**src/sorted_value_table_defines.svh**
```systemverilog
// Assertion macros used by svt_ctrl, the controller of the sorted value table RTL.
// Needs clock and reset signals of those names in the module that uses them.
`ifndef SORTED_VALUE_TABLE_DEFINES_SVH
`define SORTED_VALUE_TABLE_DEFINES_SVH
`ifndef SYNTHESIS
`define SVT_ASSERT_IMPL(label, ante, cons) \
   label: assert property (@(posedge clock) disable iff (reset) (ante) |-> (cons)) \
      else $error("svt assertion failed");
`define SVT_ASSERT_NEXT(label, ante, cons) \
   label: assert property (@(posedge clock) disable iff (reset) (ante) |=> (cons)) \
      else $error("svt assertion failed");
`else
`define SVT_ASSERT_IMPL(label, ante, cons)
`define SVT_ASSERT_NEXT(label, ante, cons)
`endif
`endif

```
**src/svt_pkg.sv**
```systemverilog
// Types and constants of the sorted value table.
// Used by the cell, the controller and the top level.
package svt_pkg;

   localparam int SVT_CAPACITY = 16;
   localparam int VALUE_W      = 32;
   localparam int COUNT_OUT_W  = 5;

   localparam logic [1:0] CMD_INSERT = 2'd0;
   localparam logic [1:0] CMD_DELETE = 2'd1;
   localparam logic [1:0] CMD_QUERY  = 2'd2;

   localparam logic [1:0] STATUS_DONE      = 2'd0;
   localparam logic [1:0] STATUS_NOT_FOUND = 2'd1;
   localparam logic [1:0] STATUS_FULL      = 2'd2;

   typedef enum logic [1:0] {
      ST_IDLE,
      ST_CMP,
      ST_UPD
   } state_type;

   typedef struct packed {
      logic [1:0]                command;
      logic signed [VALUE_W-1:0] value;
   } req_type;

   typedef struct packed {
      logic [1:0]             status;
      logic                   found;
      logic [COUNT_OUT_W-1:0] entry_count;
   } rsp_type;

   // Per-phase commands broadcast from the controller to every cell.
   typedef struct packed {
      logic compare;
      logic insert_shift;
      logic delete_shift;
   } cell_ctl_type;

endpackage

```
**src/svt_cell.sv**
```systemverilog
// One table slot: holds an entry, compares it against the key and shifts
// toward a neighbor on insert or delete. Depends on svt_pkg.
module svt_cell
   import svt_pkg::*;
#(
   parameter int INDEX = 0,
   parameter int CNT_W = 5
) (
   input  logic                      clock,
   input  cell_ctl_type              ctl,
   input  logic signed [VALUE_W-1:0] key,
   input  logic [CNT_W-1:0]          count,
   input  logic signed [VALUE_W-1:0] left_entry,
   input  logic                      left_lt,
   input  logic signed [VALUE_W-1:0] right_entry,
   output logic signed [VALUE_W-1:0] entry,
   output logic                      lt,
   output logic                      eq
);

   logic signed [VALUE_W-1:0] entry_ff, entry_in;
   logic                      lt_ff, lt_in;
   logic                      eq_ff, eq_in;
   logic                      occupied;

   assign occupied = count > CNT_W'(INDEX);

   always_comb begin
      entry_in = entry_ff;
      lt_in    = lt_ff;
      eq_in    = eq_ff;
      if (ctl.compare) begin
         lt_in = occupied && (entry_ff < key);
         eq_in = occupied && (entry_ff == key);
      end
      // Entries below the insertion point stay; the slot at the point takes
      // the key and the ones above it move up by one.
      if (ctl.insert_shift && !lt_ff) begin
         entry_in = left_lt ? key : left_entry;
      end
      // The first equal entry sits right at the end of the smaller ones.
      if (ctl.delete_shift && !lt_ff) begin
         entry_in = right_entry;
      end
   end

   always_ff @(posedge clock) begin
      entry_ff <= entry_in;
      lt_ff    <= lt_in;
      eq_ff    <= eq_in;
   end

   assign entry = entry_ff;
   assign lt    = lt_ff;
   assign eq    = eq_ff;

endmodule

```
**src/svt_ctrl.sv**
```systemverilog
// Command sequencer, entry count and result register of the sorted table.
// Depends on svt_pkg and sorted_value_table_defines.svh.
`include "sorted_value_table_defines.svh"
module svt_ctrl
   import svt_pkg::*;
#(
   parameter int CAPACITY = SVT_CAPACITY,
   parameter int CNT_W    = 5
) (
   input  logic                      clock,
   input  logic                      reset,
   input  logic                      start,
   output logic                      busy,
   input  req_type                   req_item,
   input  logic                      found,
   output cell_ctl_type              ctl,
   output logic signed [VALUE_W-1:0] key,
   output logic [CNT_W-1:0]          count,
   output logic                      rsp_strobe,
   output rsp_type                   rsp_item
);

   state_type                 state_ff, state_in;
   logic [1:0]                op_ff, op_in;
   logic signed [VALUE_W-1:0] key_ff, key_in;
   logic [CNT_W-1:0]          count_ff, count_in;
   logic                      rsp_valid_ff, rsp_valid_in;
   rsp_type                   rsp_ff, rsp_in;
   logic                      full;
   logic [CNT_W+COUNT_OUT_W-1:0] count_ext;

   assign full      = count_ff == CNT_W'(CAPACITY);
   assign count_ext = {{COUNT_OUT_W{1'b0}}, count_in};

   always_comb begin
      state_in     = state_ff;
      op_in        = op_ff;
      key_in       = key_ff;
      count_in     = count_ff;
      rsp_valid_in = 1'b0;
      rsp_in       = rsp_ff;
      ctl          = '0;
      case (state_ff)
         ST_IDLE: begin
            if (start) begin
               op_in    = req_item.command;
               key_in   = req_item.value;
               state_in = ST_CMP;
            end
         end
         ST_CMP: begin
            ctl.compare = 1'b1;
            state_in    = ST_UPD;
         end
         ST_UPD: begin
            rsp_in.status = STATUS_DONE;
            if (op_ff == CMD_INSERT) begin
               if (full) begin
                  rsp_in.status = STATUS_FULL;
               end else begin
                  ctl.insert_shift = 1'b1;
                  count_in         = count_ff + CNT_W'(1);
               end
            end else if (op_ff == CMD_DELETE) begin
               if (!found) begin
                  rsp_in.status = STATUS_NOT_FOUND;
               end else begin
                  ctl.delete_shift = 1'b1;
                  count_in         = count_ff - CNT_W'(1);
               end
            end
            rsp_in.found       = found;
            rsp_in.entry_count = count_ext[COUNT_OUT_W-1:0];
            rsp_valid_in       = 1'b1;
            state_in           = ST_IDLE;
         end
         default: begin
            state_in = ST_IDLE;
         end
      endcase
   end

   always_ff @(posedge clock) begin
      if (reset) begin
         state_ff     <= ST_IDLE;
         count_ff     <= '0;
         rsp_valid_ff <= 1'b0;
      end else begin
         state_ff     <= state_in;
         count_ff     <= count_in;
         rsp_valid_ff <= rsp_valid_in;
      end
      op_ff  <= op_in;
      key_ff <= key_in;
      rsp_ff <= rsp_in;
   end

   assign busy       = state_ff != ST_IDLE;
   assign key        = key_ff;
   assign count      = count_ff;
   assign rsp_strobe = rsp_valid_ff;
   assign rsp_item   = rsp_ff;

   `SVT_ASSERT_NEXT(a_accept_to_cmp, start && !busy, state_ff == ST_CMP)
   `SVT_ASSERT_NEXT(a_upd_gives_rsp, state_ff == ST_UPD, rsp_valid_ff && state_ff == ST_IDLE)
   `SVT_ASSERT_NEXT(a_full_keeps_count, state_ff == ST_UPD && op_ff == CMD_INSERT && full,
      $stable(count_ff))
   `SVT_ASSERT_NEXT(a_miss_keeps_count, state_ff == ST_UPD && op_ff == CMD_DELETE && !found,
      $stable(count_ff))
   `SVT_ASSERT_IMPL(a_count_bound, state_ff != ST_UPD, count_ff <= CNT_W'(CAPACITY))

endmodule

```
**src/sorted_value_table.sv**
```systemverilog
// Sorted value table: one command per transfer, worked in a compare phase and a shift
// phase, then a registered result strobe.
// A new command is accepted only in idle. The compare phase sets each cell's less/equal
// flags; the shift phase moves the cell row on an insert or delete that is carried out.
// Synchronous reset empties the table and clears the sequencer; entries are not cleared.
// Depends on svt_pkg, svt_cell and svt_ctrl.
module sorted_value_table
   import svt_pkg::*;
#(
   parameter int CAPACITY = SVT_CAPACITY
) (
   input  logic    clock,
   input  logic    reset,
   input  logic    start,
   output logic    busy,
   input  req_type req_item,
   output logic    rsp_strobe,
   output rsp_type rsp_item
);

   localparam int CNT_W = $clog2(CAPACITY + 1);

   cell_ctl_type              ctl;
   logic signed [VALUE_W-1:0] key;
   logic [CNT_W-1:0]          count;
   logic signed [VALUE_W-1:0] entries [CAPACITY];
   logic [CAPACITY-1:0]       lt_vec;
   logic [CAPACITY-1:0]       eq_vec;
   logic                      found;

   assign found = |eq_vec;

   svt_ctrl #(
      .CAPACITY(CAPACITY),
      .CNT_W   (CNT_W)
   ) u_ctrl (
      .clock     (clock),
      .reset     (reset),
      .start     (start),
      .busy      (busy),
      .req_item  (req_item),
      .found     (found),
      .ctl       (ctl),
      .key       (key),
      .count     (count),
      .rsp_strobe(rsp_strobe),
      .rsp_item  (rsp_item)
   );

   for (genvar g = 0; g < CAPACITY; g++) begin : g_cell
      logic signed [VALUE_W-1:0] left_entry;
      logic                      left_lt;
      logic signed [VALUE_W-1:0] right_entry;

      if (g == 0) begin : g_first
         assign left_entry = key;
         assign left_lt    = 1'b1;
      end else begin : g_mid
         assign left_entry = entries[g-1];
         assign left_lt    = lt_vec[g-1];
      end

      if (g == CAPACITY - 1) begin : g_last
         assign right_entry = entries[g];
      end else begin : g_inner
         assign right_entry = entries[g+1];
      end

      svt_cell #(
         .INDEX(g),
         .CNT_W(CNT_W)
      ) u_cell (
         .clock      (clock),
         .ctl        (ctl),
         .key        (key),
         .count      (count),
         .left_entry (left_entry),
         .left_lt    (left_lt),
         .right_entry(right_entry),
         .entry      (entries[g]),
         .lt         (lt_vec[g]),
         .eq         (eq_vec[g])
      );
   end

endmodule

```
**config.mk**
```make
export PLATFORM = sky130hd
export DESIGN_NAME = sorted_value_table
export DESIGN_NICKNAME = d
export VERILOG_FILES = /design/src/svt_pkg.sv /design/src/svt_cell.sv /design/src/svt_ctrl.sv /design/src/sorted_value_table.sv
export VERILOG_INCLUDE_DIRS = /design/src /design/src/src
export SDC_FILE = /design/constraint.sdc
export NUM_CORES = 2
export LEC_CHECK = 0
export ABC_AREA = 1
export BUFFER_PORTS_ARGS = -buffer_cell sky130_fd_sc_hd__buf_2
export CAP_MARGIN = 5
export CORE_ASPECT_RATIO = 0.9
export CORE_UTILIZATION = 65
export CTS_BUF_LIST = sky130_fd_sc_hd__clkbuf_16
export DETAILED_ROUTE_END_ITERATION = 10
export GPL_ROUTABILITY_DRIVEN = 0
export PLACE_DENSITY_LB_ADDON = 0.08
export RECOVER_POWER = 100
export SYNTH_ARGS = -nofsm -noshare
export SYNTH_HDL_FRONTEND = slang
export SYNTH_SLANG_ARGS = --single-unit
```
**constraint.sdc**
```tcl
create_clock -name clock -period 6.5 [get_ports clock]
set_input_delay 1.3 -clock clock [delete_from_list [all_inputs] [get_ports clock]]
set_output_delay 1.3 -clock clock [all_outputs]
set_load 0.005 [all_outputs]
```
==> flow_summary_export.csv <==
group,metric,value,unit
clock_network,cts_resized,0,
timing,setup_tns,0,ps
synth,ys_types,40,
route,drc,0,
clock_network,clkTransAtPathRegs,60,ps
timing,skew,14.44,ps
job,maxCapViolCount,4,
grt,grt_usage,35.57,%
place,dp.cells,5486,
clock_network,cts_setup_buffers,0,
synth,netlist_area,0.04055,mm^2
grt,grt_pass1_vias,31620,
worst_setup_path,cp_slowest_cell,"clkbuf_1",
clock_network,numCtsBuffers,68,
floorplanning,die-area,0.06339,mm^2
clock_network,clkLatencyLatePin,610,ps
worst_setup_path,r2r_start,"g_cell[14].u_cell.lt",
timing,fmax,210.8,MHz
power_and_ir_drop,peakVddDrop,0.2029,mV
floorplanning,io_pins,47,
synth,yosysWarningCount,0,
worst_setup_path,crit_type,"reg -> reg",
worst_hold_path,hp-class,"reg -> reg",
place,hpwl,82860,um
worst_setup_path,r2r-end,"g_cell[14].u_cell.entry[12]",
power_and_ir_drop,total_power,9.220,mW
route,dr.pass1.iters,6,
timing,worst_slew_pin_slew,3125,ps
timing,min_period,4743,ps
floorplanning,rows,86,
floorplanning,start_util,66.00,%
worst_setup_path,endpoint,"g_cell[14].u_cell.entry[12]",
worst_setup_path,ff2ff_setup_slack,1760,ps
worst_setup_path,cp_max_fo,66,
power_and_ir_drop,p_leak,18.58,nW
synth,synthesis.nets,5338,
run_status,violations,"capacitance limit, slew limit",
grt,overflow,0,
route,vias,34260,
clock_network,htreeDepth,3,
worst_setup_path,critPathLaunch,"g_cell[14].u_cell.lt",
floorplanning,core,0.06144,mm^2
floorplanning,die_x,265.3,um
worst_setup_path,reg2reg_depth,4,
clock_network,cts_tree,"done",
clock_network,cts.root.buffer_cell,"clkbuf_16",
timing,slew_headroom,-108.4,%
grt,grt_pass1_wl,176100,um
route,viasPerCell,6.110,
floorplanning,die_h,239.0,um
route,drt_wl_total,113500,um
cells_and_area,syn_to_final_growth,6.452,%
power_and_ir_drop,power_density,213.6,mW/mm^2
place,port_buffers,46,
run_status,status,"complete, but fails checks",
timing,holdWs,517.3,ps
worst_setup_path,crit_chain,"clkbuf_1 -> or2_0 -> clkbuf_2 -> a31oi_1",
worst_setup_path,arrival,5020,ps
timing,final_max_slew_viol_count,168,
worst_setup_path,cpPeakStageDelay,2200,ps
cells_and_area,fin_cells,5607,
route,drtIter0Drc,3785,
timing,setup_ws,1757,ps
timing,setup_viol,0,
synth,postSynthAreaPerCell,8.476,um^2
cells_and_area,nFillCells,4880,
cells_and_area,drive_gt1_share,4.192,%
cells_and_area,diodes,0,
synth,synth_seq_cells,594,
route,ant_nets,0,
grt,grt_start_max_net_pins,67,
timing,rsz0062_at_grt,"no",
worst_setup_path,start_kind,"register",
worst_setup_path,worstPathRequired,6780,ps
synth,netlist_instances,4784,
place,place_ws,3155,ps
worst_setup_path,cp-end-kind,"register",
synth,seq_area_frac_synth,43.79,%
clock_network,clock_path_buffers,3,
timing,post-route-period-util,72.97,%
timing,finalHoldViolCount,0,
cells_and_area,nNetsFinal,5274,
clock_network,cts.sinks,594,
grt,antenna_found_initial,0,
clock_network,hold_buffers,0,
route,wl_per_cell,20.25,um
==> cell type report <==
type / instances / area [um^2] / share of cell area [%]
timing repair buffer: 101 / 603.1 / 1.397
clock buffer: 71 / 1777 / 4.116
tap: 836 / 1046 / 2.423
multi-input combinational: 3698 / 20670 / 47.89
inverter: 257 / 967.2 / 2.241
sequential: 594 / 17760 / 41.14
clock inverter: 50 / 342.8 / 0.7942
==> layout by cell type, fill, tap and decap left out, types with 14 or more instances in the layout <==
cell type	instances
nand2_1	1507
a21oi_1	264
nand3_1	43
nor3_1	17
o21a_1	18
edfxtp_1	586
nor2_1	631
buf_2	28
nand4_1	34
clkinv_1	15
o21ai_0	195
ha_1	517
o211ai_1	46
a31oi_1	364
clkbuf_16	71
buf_4	50
clkbuf_1	22
inv_1	271
a21o_1	14
==> routing by layer <==
layer / vias up / global-route usage [%] / routed length, um
li1: 16460 / - / -
met1: 15810 / 50.06 / 48240
met2: 1724 / 56.31 / 50420
met3: 267 / 4.883 / 10730
met4: 0 / 12.80 / 4124
met5: - / 0 / 0
==> cell usage after synthesis <==
cell type	number	area share, %
a31oi_1	364	5.6
nand2_2	2	0.031
or2_1	2	0.031
ha_1	517	16
buf_6	21	0.58
o211ai_1	46	0.85
nor2_1	643	6.0
a21boi_0	1	0.019
buf_4	12	0.22
nor2_2	3	0.046
nor2_4	1	0.028
and3_1	3	0.046
buf_1	1	0.0092
o21ai_0	153	1.9
o31ai_1	1	0.019
nor4_1	8	0.12
buf_8	3	0.11
a21oi_1	264	3.3
nand2_8	10	0.49
edfxtp_1	586	43
o21bai_1	1	0.019
dfxtp_1	8	0.39
nand4_1	34	0.52
nor2_8	1	0.049
nand2_1	1506	14
nand3_1	42	0.52
buf_2	55	0.68
clkbuf_1	142	1.3
a21o_1	14	0.26
o21ai_1	43	0.53
xor2_1	1	0.022
nand2_4	1	0.028
buf_12	1	0.049
o21a_1	18	0.33
xnor2_1	1	0.022
inv_4	1	0.015
nor3_1	17	0.21
inv_1	254	2.4
nand3_4	1	0.043
inv_2	2	0.019
==> power breakdown <==
| part | leakage (nW) | internal [mW] | switching [mW] |
|---|---|---|---|
| clock | 1.11 | 2.17 | 1.62 |
| sequential | 5.40 | 4.29 | 0.0884 |
| combinational | 12.1 | 0.357 | 0.698 |
| total | 18.6 | 6.81 | 2.41 |
==> through the flow <==
step           utilization (%)  cell area (um^2)
2_1_floorplan                -             40550
3_3_place_gp             66.97             41140
3_5_place_dp             66.97             41140
4_1_cts                  70.42             43260
5_1_grt                  70.25             43170
6_report                 70.25             43170
==> flip-flops by register name, summed over array words and instances, names as in the netlist <==
signal,count
u_ctrl.op_ff,2
g_cell.u_cell.lt,16
g_cell.u_cell.eq,16
u_ctrl.count,5
u_ctrl.key,32
g_cell.u_cell.entry,512
u_ctrl.state_ff,2
u_ctrl.rsp_item,8
u_ctrl.rsp_strobe,1
==> worst max-delay path, delay by kind of cell, from the launching register on <==
| family | cells | cell delay, ps |
|---|---|---|
| AO/OA/AOI/OAI | 1 | 230 |
| buffers and inverters | 2 | 3260 |
| AND/OR/NAND/NOR | 1 | 570 |
| flip-flops | 1 | 310 |
==> worst min path at each step <==
stage / startpoint / endpoint / slack, ps / cells after the start
4_1_cts: u_ctrl.state_ff[1] / u_ctrl.state_ff[1] / 540 / 1
3_3_place_gp: u_ctrl.state_ff[1] / u_ctrl.state_ff[1] / 520 / 1
5_1_grt: u_ctrl.state_ff[1] / u_ctrl.state_ff[1] / 540 / 1
6_report: u_ctrl.state_ff[1] / u_ctrl.state_ff[1] / 520 / 1
2_1_floorplan: u_ctrl.state_ff[1] / u_ctrl.state_ff[1] / 440 / 1
3_5_place_dp: u_ctrl.state_ff[1] / u_ctrl.state_ff[1] / 530 / 1
==> cells by family after synthesis <==
family / Yosys count / share of synthesized area (%)
fa+ha+maj: 517 / 15.95
buf+inv: 492 / 5.354
xor+xnor: 2 / 0.04321
flops: 594 / 43.79
simple gates: 2274 / 22.07
compound gates: 905 / 12.79
No activity file was read; power rests on OpenSTA's default activity.
